## src/sv/tgc_pkg.sv

```systemverilog
// ----------------------------------------------------------------------------
// tgc_pkg
// types, event codes and register indexes of the touch gesture classifier
// ----------------------------------------------------------------------------
package tgc_pkg;

	localparam int COORD_BITS = 12;
	localparam int DW  = COORD_BITS + 1;
	localparam int MW  = (DW > 11) ? DW : 11;
	localparam int PCW = (COORD_BITS > 11) ? COORD_BITS : 11;
	localparam int CDW = PCW + 1;

	localparam int NO_CLICK_POS = -1000;

	localparam logic [3:0] EV_DOWN       = 4'd0;
	localparam logic [3:0] EV_MOVE       = 4'd1;
	localparam logic [3:0] EV_UP         = 4'd2;
	localparam logic [3:0] EV_CLICK      = 4'd3;
	localparam logic [3:0] EV_DOUBLE     = 4'd4;
	localparam logic [3:0] EV_LONG       = 4'd5;
	localparam logic [3:0] EV_LEFT       = 4'd6;
	localparam logic [3:0] EV_RIGHT      = 4'd7;
	localparam logic [3:0] EV_SWIPE_UP   = 4'd8;
	localparam logic [3:0] EV_SWIPE_DOWN = 4'd9;

	localparam logic [2:0] REG_CLICK_LIMIT  = 3'd0;
	localparam logic [2:0] REG_SWIPE_THRESH = 3'd1;
	localparam logic [2:0] REG_LONG_MS      = 3'd2;
	localparam logic [2:0] REG_DOUBLE_MS    = 3'd3;
	localparam logic [2:0] REG_DOUBLE_DIST  = 3'd4;

	typedef struct packed {
		logic [2:0]                   contact_id;
		logic signed [COORD_BITS-1:0] pos_x;
		logic signed [COORD_BITS-1:0] pos_y;
		logic                         pressed;
		logic [31:0]                  time_ms;
	} sample_t;

	typedef struct packed {
		logic [3:0]                   event_kind;
		logic signed [COORD_BITS-1:0] out_x;
		logic signed [COORD_BITS-1:0] out_y;
		logic [2:0]                   out_contact_id;
		logic                         last_of_run;
	} event_t;

	typedef struct packed {
		logic [10:0] click_move_limit;
		logic [10:0] swipe_move_threshold;
		logic [15:0] long_press_ms;
		logic [15:0] double_click_ms;
		logic [10:0] double_click_dist;
	} cfg_t;

	typedef struct packed {
		logic [3:0]                   first_kind;
		logic [3:0]                   gest_kind;
		logic signed [COORD_BITS-1:0] x;
		logic signed [COORD_BITS-1:0] y;
		logic [2:0]                   id;
		logic                         two;
	} q_entry_t;

	typedef struct packed {
		logic full;
		logic empty;
	} q_status_t;

endpackage

```

## src/sv/tgc_front.sv

```systemverilog
// ----------------------------------------------------------------------------
// tgc_front
// accepts samples, tracks contacts and classifies releases into gestures
// ----------------------------------------------------------------------------
module tgc_front import tgc_pkg::*; #(
	parameter int CONTACTS = 5
) (
	input  logic      clk,
	input  logic      arst_n,
	input  cfg_t      cfg,
	input  logic      sample_valid,
	output logic      sample_stall,
	input  sample_t   sample,
	output logic      push,
	output q_entry_t  push_data,
	input  q_status_t q_st
);

	localparam int IW = (CONTACTS > 1) ? $clog2(CONTACTS) : 1;

	logic [CONTACTS-1:0]        contact_down_q;
	logic [COORD_BITS-1:0]      start_px_q [CONTACTS];
	logic [COORD_BITS-1:0]      start_py_q [CONTACTS];
	logic [31:0]                start_stamp_q [CONTACTS];

	logic [31:0]                prev_click_stamp_q;
	logic signed [PCW-1:0]      prev_click_x_q;
	logic signed [PCW-1:0]      prev_click_y_q;

	logic                       valid_s1;
	logic [3:0]                 kind_s1;
	logic                       two_s1;
	logic signed [COORD_BITS-1:0] x_s1;
	logic signed [COORD_BITS-1:0] y_s1;
	logic [2:0]                 id_s1;
	logic signed [DW-1:0]       dx_s1;
	logic signed [DW-1:0]       dy_s1;
	logic [31:0]                dur_s1;
	logic [31:0]                time_s1;

	logic                       accept;
	logic                       id_ok;
	logic [IW-1:0]              idx;
	logic                       was;
	logic [DW-1:0]              ax;
	logic [DW-1:0]              ay;
	logic [MW-1:0]              mv;
	logic                       tap;
	logic                       long_hold;
	logic [31:0]                click_dt;
	logic signed [CDW-1:0]      cdx;
	logic signed [CDW-1:0]      cdy;
	logic [CDW-1:0]             acx;
	logic [CDW-1:0]             acy;
	logic                       dbl;
	logic [3:0]                 gest;

	assign push         = valid_s1 && !q_st.full;
	assign sample_stall = valid_s1 && q_st.full;
	assign accept       = sample_valid && !sample_stall;
	assign id_ok        = 32'(sample.contact_id) < 32'(CONTACTS);
	assign idx          = IW'(sample.contact_id);
	assign was          = contact_down_q[idx];

	// contact tracking
	always_ff @(posedge clk or negedge arst_n) begin
		if (!arst_n) begin
			contact_down_q <= '0;
		end else if (accept && id_ok) begin
			contact_down_q[idx] <= sample.pressed;
		end
	end

	always_ff @(posedge clk) begin
		if (accept && id_ok && sample.pressed && !was) begin
			start_px_q[idx]    <= sample.pos_x;
			start_py_q[idx]    <= sample.pos_y;
			start_stamp_q[idx] <= sample.time_ms;
		end
	end

	always_ff @(posedge clk or negedge arst_n) begin
		if (!arst_n) begin
			valid_s1 <= 1'b0;
		end else if (!sample_stall) begin
			valid_s1 <= accept && id_ok && (sample.pressed || was);
		end
	end

	always_ff @(posedge clk) begin
		if (!sample_stall) begin
			kind_s1 <= !was ? EV_DOWN : (sample.pressed ? EV_MOVE : EV_UP);
			two_s1  <= was && !sample.pressed;
			x_s1    <= sample.pos_x;
			y_s1    <= sample.pos_y;
			id_s1   <= sample.contact_id;
			dx_s1   <= DW'(sample.pos_x) - DW'($signed(start_px_q[idx]));
			dy_s1   <= DW'(sample.pos_y) - DW'($signed(start_py_q[idx]));
			dur_s1  <= sample.time_ms - start_stamp_q[idx];
			time_s1 <= sample.time_ms;
		end
	end

	// gesture decision
	always_comb begin
		ax        = dx_s1[DW-1] ? DW'(-dx_s1) : DW'(dx_s1);
		ay        = dy_s1[DW-1] ? DW'(-dy_s1) : DW'(dy_s1);
		mv        = (ax > ay) ? MW'(ax) : MW'(ay);
		tap       = mv < MW'(cfg.click_move_limit);
		long_hold = dur_s1 >= 32'(cfg.long_press_ms);
		click_dt  = time_s1 - prev_click_stamp_q;
		cdx       = CDW'(x_s1) - CDW'(prev_click_x_q);
		cdy       = CDW'(y_s1) - CDW'(prev_click_y_q);
		acx       = cdx[CDW-1] ? CDW'(-cdx) : CDW'(cdx);
		acy       = cdy[CDW-1] ? CDW'(-cdy) : CDW'(cdy);
		dbl       = (click_dt < 32'(cfg.double_click_ms))
		            && (acx < CDW'(cfg.double_click_dist))
		            && (acy < CDW'(cfg.double_click_dist));
		if (tap) begin
			gest = long_hold ? EV_LONG : (dbl ? EV_DOUBLE : EV_CLICK);
		end else if (mv >= MW'(cfg.swipe_move_threshold)) begin
			if (ax > ay) begin
				gest = (dx_s1 > 0) ? EV_RIGHT : EV_LEFT;
			end else begin
				gest = (dy_s1 > 0) ? EV_SWIPE_DOWN : EV_SWIPE_UP;
			end
		end else begin
			gest = EV_CLICK;
		end
	end

	// last click record
	always_ff @(posedge clk or negedge arst_n) begin
		if (!arst_n) begin
			prev_click_stamp_q <= '0;
			prev_click_x_q     <= PCW'(NO_CLICK_POS);
			prev_click_y_q     <= PCW'(NO_CLICK_POS);
		end else if (push && two_s1 && tap && !long_hold) begin
			if (dbl) begin
				prev_click_stamp_q <= '0;
			end else begin
				prev_click_stamp_q <= time_s1;
				prev_click_x_q     <= PCW'(x_s1);
				prev_click_y_q     <= PCW'(y_s1);
			end
		end
	end

	always_comb begin
		push_data.first_kind = kind_s1;
		push_data.gest_kind  = gest;
		push_data.x          = x_s1;
		push_data.y          = y_s1;
		push_data.id         = id_s1;
		push_data.two        = two_s1;
	end

endmodule

```

## src/sv/tgc_queue.sv

```systemverilog
// ----------------------------------------------------------------------------
// tgc_queue
// short queue of classified samples between front and back
// ----------------------------------------------------------------------------
module tgc_queue import tgc_pkg::*; #(
	parameter int DEPTH = 2
) (
	input  logic      clk,
	input  logic      arst_n,
	input  logic      push,
	input  q_entry_t  push_data,
	input  logic      pop,
	output q_entry_t  head,
	output q_status_t q_st
);

	localparam int PW = $clog2(DEPTH);
	localparam int CW = $clog2(DEPTH + 1);

	q_entry_t       mem_q [DEPTH];
	logic [PW-1:0]  wr_ptr_q;
	logic [PW-1:0]  rd_ptr_q;
	logic [CW-1:0]  count_q;

	assign head       = mem_q[rd_ptr_q];
	assign q_st.full  = count_q == CW'(DEPTH);
	assign q_st.empty = count_q == '0;

	always_ff @(posedge clk) begin
		if (push) begin
			mem_q[wr_ptr_q] <= push_data;
		end
	end

	always_ff @(posedge clk or negedge arst_n) begin
		if (!arst_n) begin
			wr_ptr_q <= '0;
			rd_ptr_q <= '0;
			count_q  <= '0;
		end else begin
			if (push) begin
				wr_ptr_q <= (wr_ptr_q == PW'(DEPTH - 1)) ? '0 : wr_ptr_q + 1'b1;
			end
			if (pop) begin
				rd_ptr_q <= (rd_ptr_q == PW'(DEPTH - 1)) ? '0 : rd_ptr_q + 1'b1;
			end
			if (push && !pop) begin
				count_q <= count_q + 1'b1;
			end else if (pop && !push) begin
				count_q <= count_q - 1'b1;
			end
		end
	end

endmodule

```

## src/sv/tgc_back.sv

```systemverilog
// ----------------------------------------------------------------------------
// tgc_back
// expands queued samples into one or two events on the output register
// ----------------------------------------------------------------------------
module tgc_back import tgc_pkg::*; (
	input  logic      clk,
	input  logic      arst_n,
	input  q_entry_t  head,
	input  q_status_t q_st,
	output logic      pop,
	output logic      evt_valid,
	input  logic      evt_stall,
	output event_t    evt
);

	logic   evt_valid_q;
	event_t evt_q;
	logic   pend_q;
	event_t pend_evt_q;
	logic   load;

	assign load      = !evt_valid_q || !evt_stall;
	assign pop       = load && !pend_q && !q_st.empty;
	assign evt_valid = evt_valid_q;
	assign evt       = evt_q;

	always_ff @(posedge clk or negedge arst_n) begin
		if (!arst_n) begin
			evt_valid_q <= 1'b0;
			pend_q      <= 1'b0;
		end else if (load) begin
			if (pend_q) begin
				evt_valid_q <= 1'b1;
				pend_q      <= 1'b0;
			end else begin
				evt_valid_q <= !q_st.empty;
				pend_q      <= !q_st.empty && head.two;
			end
		end
	end

	always_ff @(posedge clk) begin
		if (load) begin
			if (pend_q) begin
				evt_q <= pend_evt_q;
			end else begin
				evt_q.event_kind     <= head.first_kind;
				evt_q.out_x          <= head.x;
				evt_q.out_y          <= head.y;
				evt_q.out_contact_id <= head.id;
				evt_q.last_of_run    <= !head.two;
				pend_evt_q.event_kind     <= head.gest_kind;
				pend_evt_q.out_x          <= head.x;
				pend_evt_q.out_y          <= head.y;
				pend_evt_q.out_contact_id <= head.id;
				pend_evt_q.last_of_run    <= 1'b1;
			end
		end
	end

endmodule

```

## src/sv/touch_gesture_classifier_top.sv

```systemverilog
// ----------------------------------------------------------------------------
// touch_gesture_classifier_top
// touch samples in, touch down/move/up and gesture events out
// ----------------------------------------------------------------------------
// A sample is taken every cycle while the queue has room. Press and hold
// samples give one event, a release gives the up event and then its gesture
// on the next load of the output register, which evt_stall can hold off, so
// a release fills the output register with two events in turn. From sample
// to first event a sample passes the accept register, the classify and queue
// write, and the output register. Samples that give no event (idle contact or
// contact number out of range) leave no trace in the queue.
// ----------------------------------------------------------------------------
module touch_gesture_classifier_top import tgc_pkg::*; #(
	parameter int CONTACTS    = 5,
	parameter int QUEUE_DEPTH = 2
) (
	input  logic        clk,
	input  logic        arst_n,
	input  logic        cfg_we,
	input  logic [2:0]  cfg_index,
	input  logic [15:0] cfg_wdata,
	input  logic        sample_valid,
	output logic        sample_stall,
	input  sample_t     sample,
	output logic        evt_valid,
	input  logic        evt_stall,
	output event_t      evt
);

	cfg_t      cfg_q;
	logic      push;
	q_entry_t  push_data;
	logic      pop;
	q_entry_t  head;
	q_status_t q_st;

	always_ff @(posedge clk or negedge arst_n) begin
		if (!arst_n) begin
			cfg_q.click_move_limit     <= 11'd15;
			cfg_q.swipe_move_threshold <= 11'd60;
			cfg_q.long_press_ms        <= 16'd500;
			cfg_q.double_click_ms      <= 16'd300;
			cfg_q.double_click_dist    <= 11'd20;
		end else if (cfg_we) begin
			unique case (cfg_index)
				REG_CLICK_LIMIT:  cfg_q.click_move_limit     <= cfg_wdata[10:0];
				REG_SWIPE_THRESH: cfg_q.swipe_move_threshold <= cfg_wdata[10:0];
				REG_LONG_MS:      cfg_q.long_press_ms        <= cfg_wdata;
				REG_DOUBLE_MS:    cfg_q.double_click_ms      <= cfg_wdata;
				REG_DOUBLE_DIST:  cfg_q.double_click_dist    <= cfg_wdata[10:0];
				default: begin
				end
			endcase
		end
	end

	tgc_front #(
		.CONTACTS (CONTACTS)
	) u_front (
		.clk          (clk),
		.arst_n       (arst_n),
		.cfg          (cfg_q),
		.sample_valid (sample_valid),
		.sample_stall (sample_stall),
		.sample       (sample),
		.push         (push),
		.push_data    (push_data),
		.q_st         (q_st)
	);

	tgc_queue #(
		.DEPTH (QUEUE_DEPTH)
	) u_queue (
		.clk       (clk),
		.arst_n    (arst_n),
		.push      (push),
		.push_data (push_data),
		.pop       (pop),
		.head      (head),
		.q_st      (q_st)
	);

	tgc_back u_back (
		.clk       (clk),
		.arst_n    (arst_n),
		.head      (head),
		.q_st      (q_st),
		.pop       (pop),
		.evt_valid (evt_valid),
		.evt_stall (evt_stall),
		.evt       (evt)
	);

`ifndef ASSERT_OFF
	a_no_push_when_full: assert property (@(posedge clk) disable iff (!arst_n)
		push |-> !q_st.full)
		else $error("queue written while full");

	a_no_pop_when_empty: assert property (@(posedge clk) disable iff (!arst_n)
		pop |-> !q_st.empty)
		else $error("queue read while empty");

	a_first_of_pair_is_up: assert property (@(posedge clk) disable iff (!arst_n)
		evt_valid && !evt.last_of_run |-> evt.event_kind == EV_UP)
		else $error("non-final event is not an up event");

	a_gesture_follows_up: assert property (@(posedge clk) disable iff (!arst_n)
		evt_valid && !evt_stall && !evt.last_of_run |=> evt_valid && evt.last_of_run)
		else $error("gesture did not follow up event");
`endif

endmodule
```

## config.mk

```make
export PLATFORM = sky130hd
export DESIGN_NAME = touch_gesture_classifier_top
export DESIGN_NICKNAME = d
export VERILOG_FILES = /design/src/sv/tgc_pkg.sv /design/src/sv/tgc_front.sv /design/src/sv/tgc_queue.sv /design/src/sv/tgc_back.sv /design/src/sv/touch_gesture_classifier_top.sv
export SDC_FILE = /design/constraint.sdc
export NUM_CORES = 1
export LEC_CHECK = 0
export BUFFER_PORTS_ARGS = -buffer_cell sky130_fd_sc_hd__buf_2
export CORE_UTILIZATION = 55
export DETAILED_ROUTE_END_ITERATION = 10
export GPL_TIMING_DRIVEN = 1
export PLACE_DENSITY = 0.74
export SETUP_SLACK_MARGIN = 0.02
export SLEW_MARGIN = 20
export SYNTH_ARGS = -nofsm -noshare
export SYNTH_HDL_FRONTEND = slang
export SYNTH_SLANG_ARGS = --single-unit
```

## constraint.sdc

```tcl
create_clock -name clk -period 27.5 [get_ports clk]
set_input_delay 1.375 -clock clk [delete_from_list [all_inputs] [get_ports clk]]
set_output_delay 1.375 -clock clk [all_outputs]
set_load 0.005 [all_outputs]
```

==> impl_metrics.toml <==
[outcome]
status = "completed"

[cells_and_area]
nNetsFinal = 2887
multi_input_area_um2 = 12500
nFillCells = 4262
regArea_um2 = 19300
final_cell_area_um2 = 36800
layout.cells.non_filler = 3424
area_growth_pct = 12.5
drive_gt1_share_pct = 18.4

[placed_design]
place_hpwl_mm = 49.9
io_buffers = 117
place_area_um2 = 34300
globalplace.congestion = 0.899
dp.cells = 3288
pre_cts_slack_ns = 20.41

[clock_tree]
cts_max_level = 3
numCtsBuffers = 71
path_clk_slew_ns = 0.06
clock-sinks = 664
cts_hold_buf = 0
root_buffer = "clkbuf_16"
ctsResizeCount = 0
cts_tree = "done"
postCtsSetupBuffers = 0
clkLatencyLatePin_ns = 0.63
clockBufferDepth = 3

[setup_path]
critical-path-max-stage-delay_ns = 0.67
arrival_ns = 7.33
path_cells = "inv_1 -> ha_1 -> and2_1 -> o21a_1 -> or3_1 -> a31o_2 -> a21oi_1 -> xor2_1 -> a31oi_1 -> xnor2_1 -> ha_1 -> a22o_1 -> a221oi_2 -> nand3_1 -> a2111o_1 -> nor4_2 -> nand3_1 -> or4b_2 -> nor4_1 -> and4b_1 -> and4b_1 -> buf_4 -> o22ai_1"
start_kind = "flip-flop"
crit_type = "flip-flop to flip-flop"
rr_worst_depth = 23
crit_fanout = 28
endpoint_kind = "flip-flop"
cp_slowest_cell = "and4b_1"
worstPathRequired_ns = 27.97

[floorplanning]
die_w_um = 246
dieArea_um2 = 60400
start_util_pct = 56.1
rows = 88
coreArea_um2 = 58200
pin_count = 118
die_y_um = 246

[hold_path]
holdPathStages = 0
min_path_type = "flip-flop to flip-flop"

[synth]
syn_area_per_cell_um2 = 13.3
synth.most_common_cell = "edfxtp_1"
ys_seq_area_share_pct = 59.1
ys_warn_count = 0
ys_types = 86
netlist.top_cell.by_area = "edfxtp_1"
synth_area_um2 = 32700
synth-async-reset-ratio_pct = 20.0
synth_edf_count = 531
synth.area.top_cells = "edfxtp_1, dfrtp_1, ha_1"
ys.flop_type = "edfxtp_1"
synth.top_cell.area_share_pct = 48.8
synth-seq-cells = 664
synthCells = 2450
syn_nets = 2740
synth_commonest_cells = "edfxtp_1, ha_1, inv_1, nand2_1, nor2_1"

[grt]
antenna_found_initial = 13
track_usage_pct = 24.0
grt_max_degree = 72
grt_pass1_wl_mm = 111
grt_pass1_vias = 20100
grt-ovfl-total = 0

[timing]
hold_viol = 0
fin_setup_tns_ns = 0
period_needed_ns = 6.86
clock.fmax_ghz = 0.146
relSlewSlack_pct = 33.2
fin_hold_ws_ns = 0.454
worstMarginPinSlew_ns = 0.976
drv_slew = 0
setup_viol = 0
fin_ws_ns = 20.64
rsz0062_at_grt = "false"
fin_crit_sh_pct = 24.9
finalClockSkew_ns = 0.0288

[route]
drtPass1Iterations = 7
vias = 20000
wire_per_inst_um = 20.7
first_iter_violations = 1497
ant_nets = 0
post_drt_via_cell_ratio = 5.86
drcViolationCount = 0
totalWireLength_mm = 71.0

[run]
drv_cap = 0

[power_and_ir_drop]
powerDensity_nw_per_um2 = 85.0
ir_worst_vdd_mv = 0.0581
p_leak_uw = 0.0142
worst paths after layout:
kind	endpoint	from	slack (ns)
max in group asynchronous	cfg_q[8]	arst_n	25.35
setup reg to reg	u_front.prev_click_stamp_q[26]	u_front.prev_click_x_q[3]	20.64
hold / removal	u_queue.mem_q[0][1]	u_front.id_s1[0]	0.45
hold reg to reg	u_queue.mem_q[0][1]	u_front.id_s1[0]	0.45
min in group asynchronous	u_front.contact_down_q[1]	arst_n	0.77
setup / recovery	u_front.prev_click_stamp_q[26]	u_front.prev_click_x_q[3]	20.64
metrics by stage:
step                utilization (%)  power, µW
global placement               58.7       2120
finish                         63.1       3120
CTS                            63.0       3140
global route                   63.1       3290
floorplan                         -       1900
detailed placement             58.8       2140
registers in the layout, summed over array words and instances, names as in the netlist, 31 cells and up:
name	flops
cfg_q	65
u_back.evt	32
u_back.pend_evt_q	31
u_front.dur_s1	32
u_front.prev_click_stamp_q	32
u_front.start_px_q	60
u_front.start_py_q	60
u_front.start_stamp_q	160
u_front.time_s1	32
u_queue.mem_q	68
cell usage in the layout (no fill, tap or decap), types with 19 or more instances in the layout:
cell / n
nor3_1: 31
mux2_2: 91
edfxtp_1: 531
o22ai_1: 41
nor2_1: 120
buf_4: 25
and3_1: 20
o21a_1: 19
nand3_1: 30
mux2i_1: 63
ha_1: 200
o21ai_0: 114
inv_1: 177
clkbuf_16: 73
dfrtp_1: 105
xor2_1: 47
mux4_2: 56
nor2b_1: 33
xnor2_1: 73
a21oi_1: 96
nand2_1: 166
a21o_1: 50
dfstp_2: 28
nand2b_1: 22
buf_2: 114
nand4_1: 19
where the power goes:
part           switching (µW)  internal, µW
Sequential               56.9          1260
Combinational             466           342
Clock                     397           602
cell families (layout without fill, tap and decap cells):
logic type | count (synthesis) | after routing | share of synthesized area (%)
DFF | 664 | 664 | 59.1
buffers and inverters | 246 | 451 | 2.92
adders and majority gates | 206 | 206 | 8.02
other | 0 | 4 | 0
xor gates and xnor gates | 121 | 121 | 3.26
and+or+nand+nor | 534 | 534 | 8.19
AOI/OAI and AO/OA | 457 | 457 | 9.06
muxes | 222 | 222 | 9.47
metal layers:
metal	share of wire [%]	GRT usage, %	routed length, µm
met4	1.4	5.99	990
met3	6.5	4.61	4620
met2	47	38.8	33400
met5	0.10	0	72
met1	45	33.5	31900
layout make-up:
type	instances	area share, %
clock inverter	39	1.48
antenna	4	0.0272
tap	765	2.60
sequential	664	52.5
timing repair buffer	143	2.30
inverter	177	1.81
multi-input combinational	1540	34.0
clock buffer	92	5.22
worst max-delay path, delay by kind of cell (launching register included):
family | cells | cell delay [ns]
AND/OR/NAND/NOR | 9 | 2.70
XOR/XNOR | 2 | 0.61
AO/OA/AOI/OAI | 8 | 1.65
buffers and inverters | 2 | 0.51
flip-flops | 1 | 0.53
adder cells (fa/ha/maj) | 2 | 0.70
No activity file was read; power rests on OpenSTA's default activity.
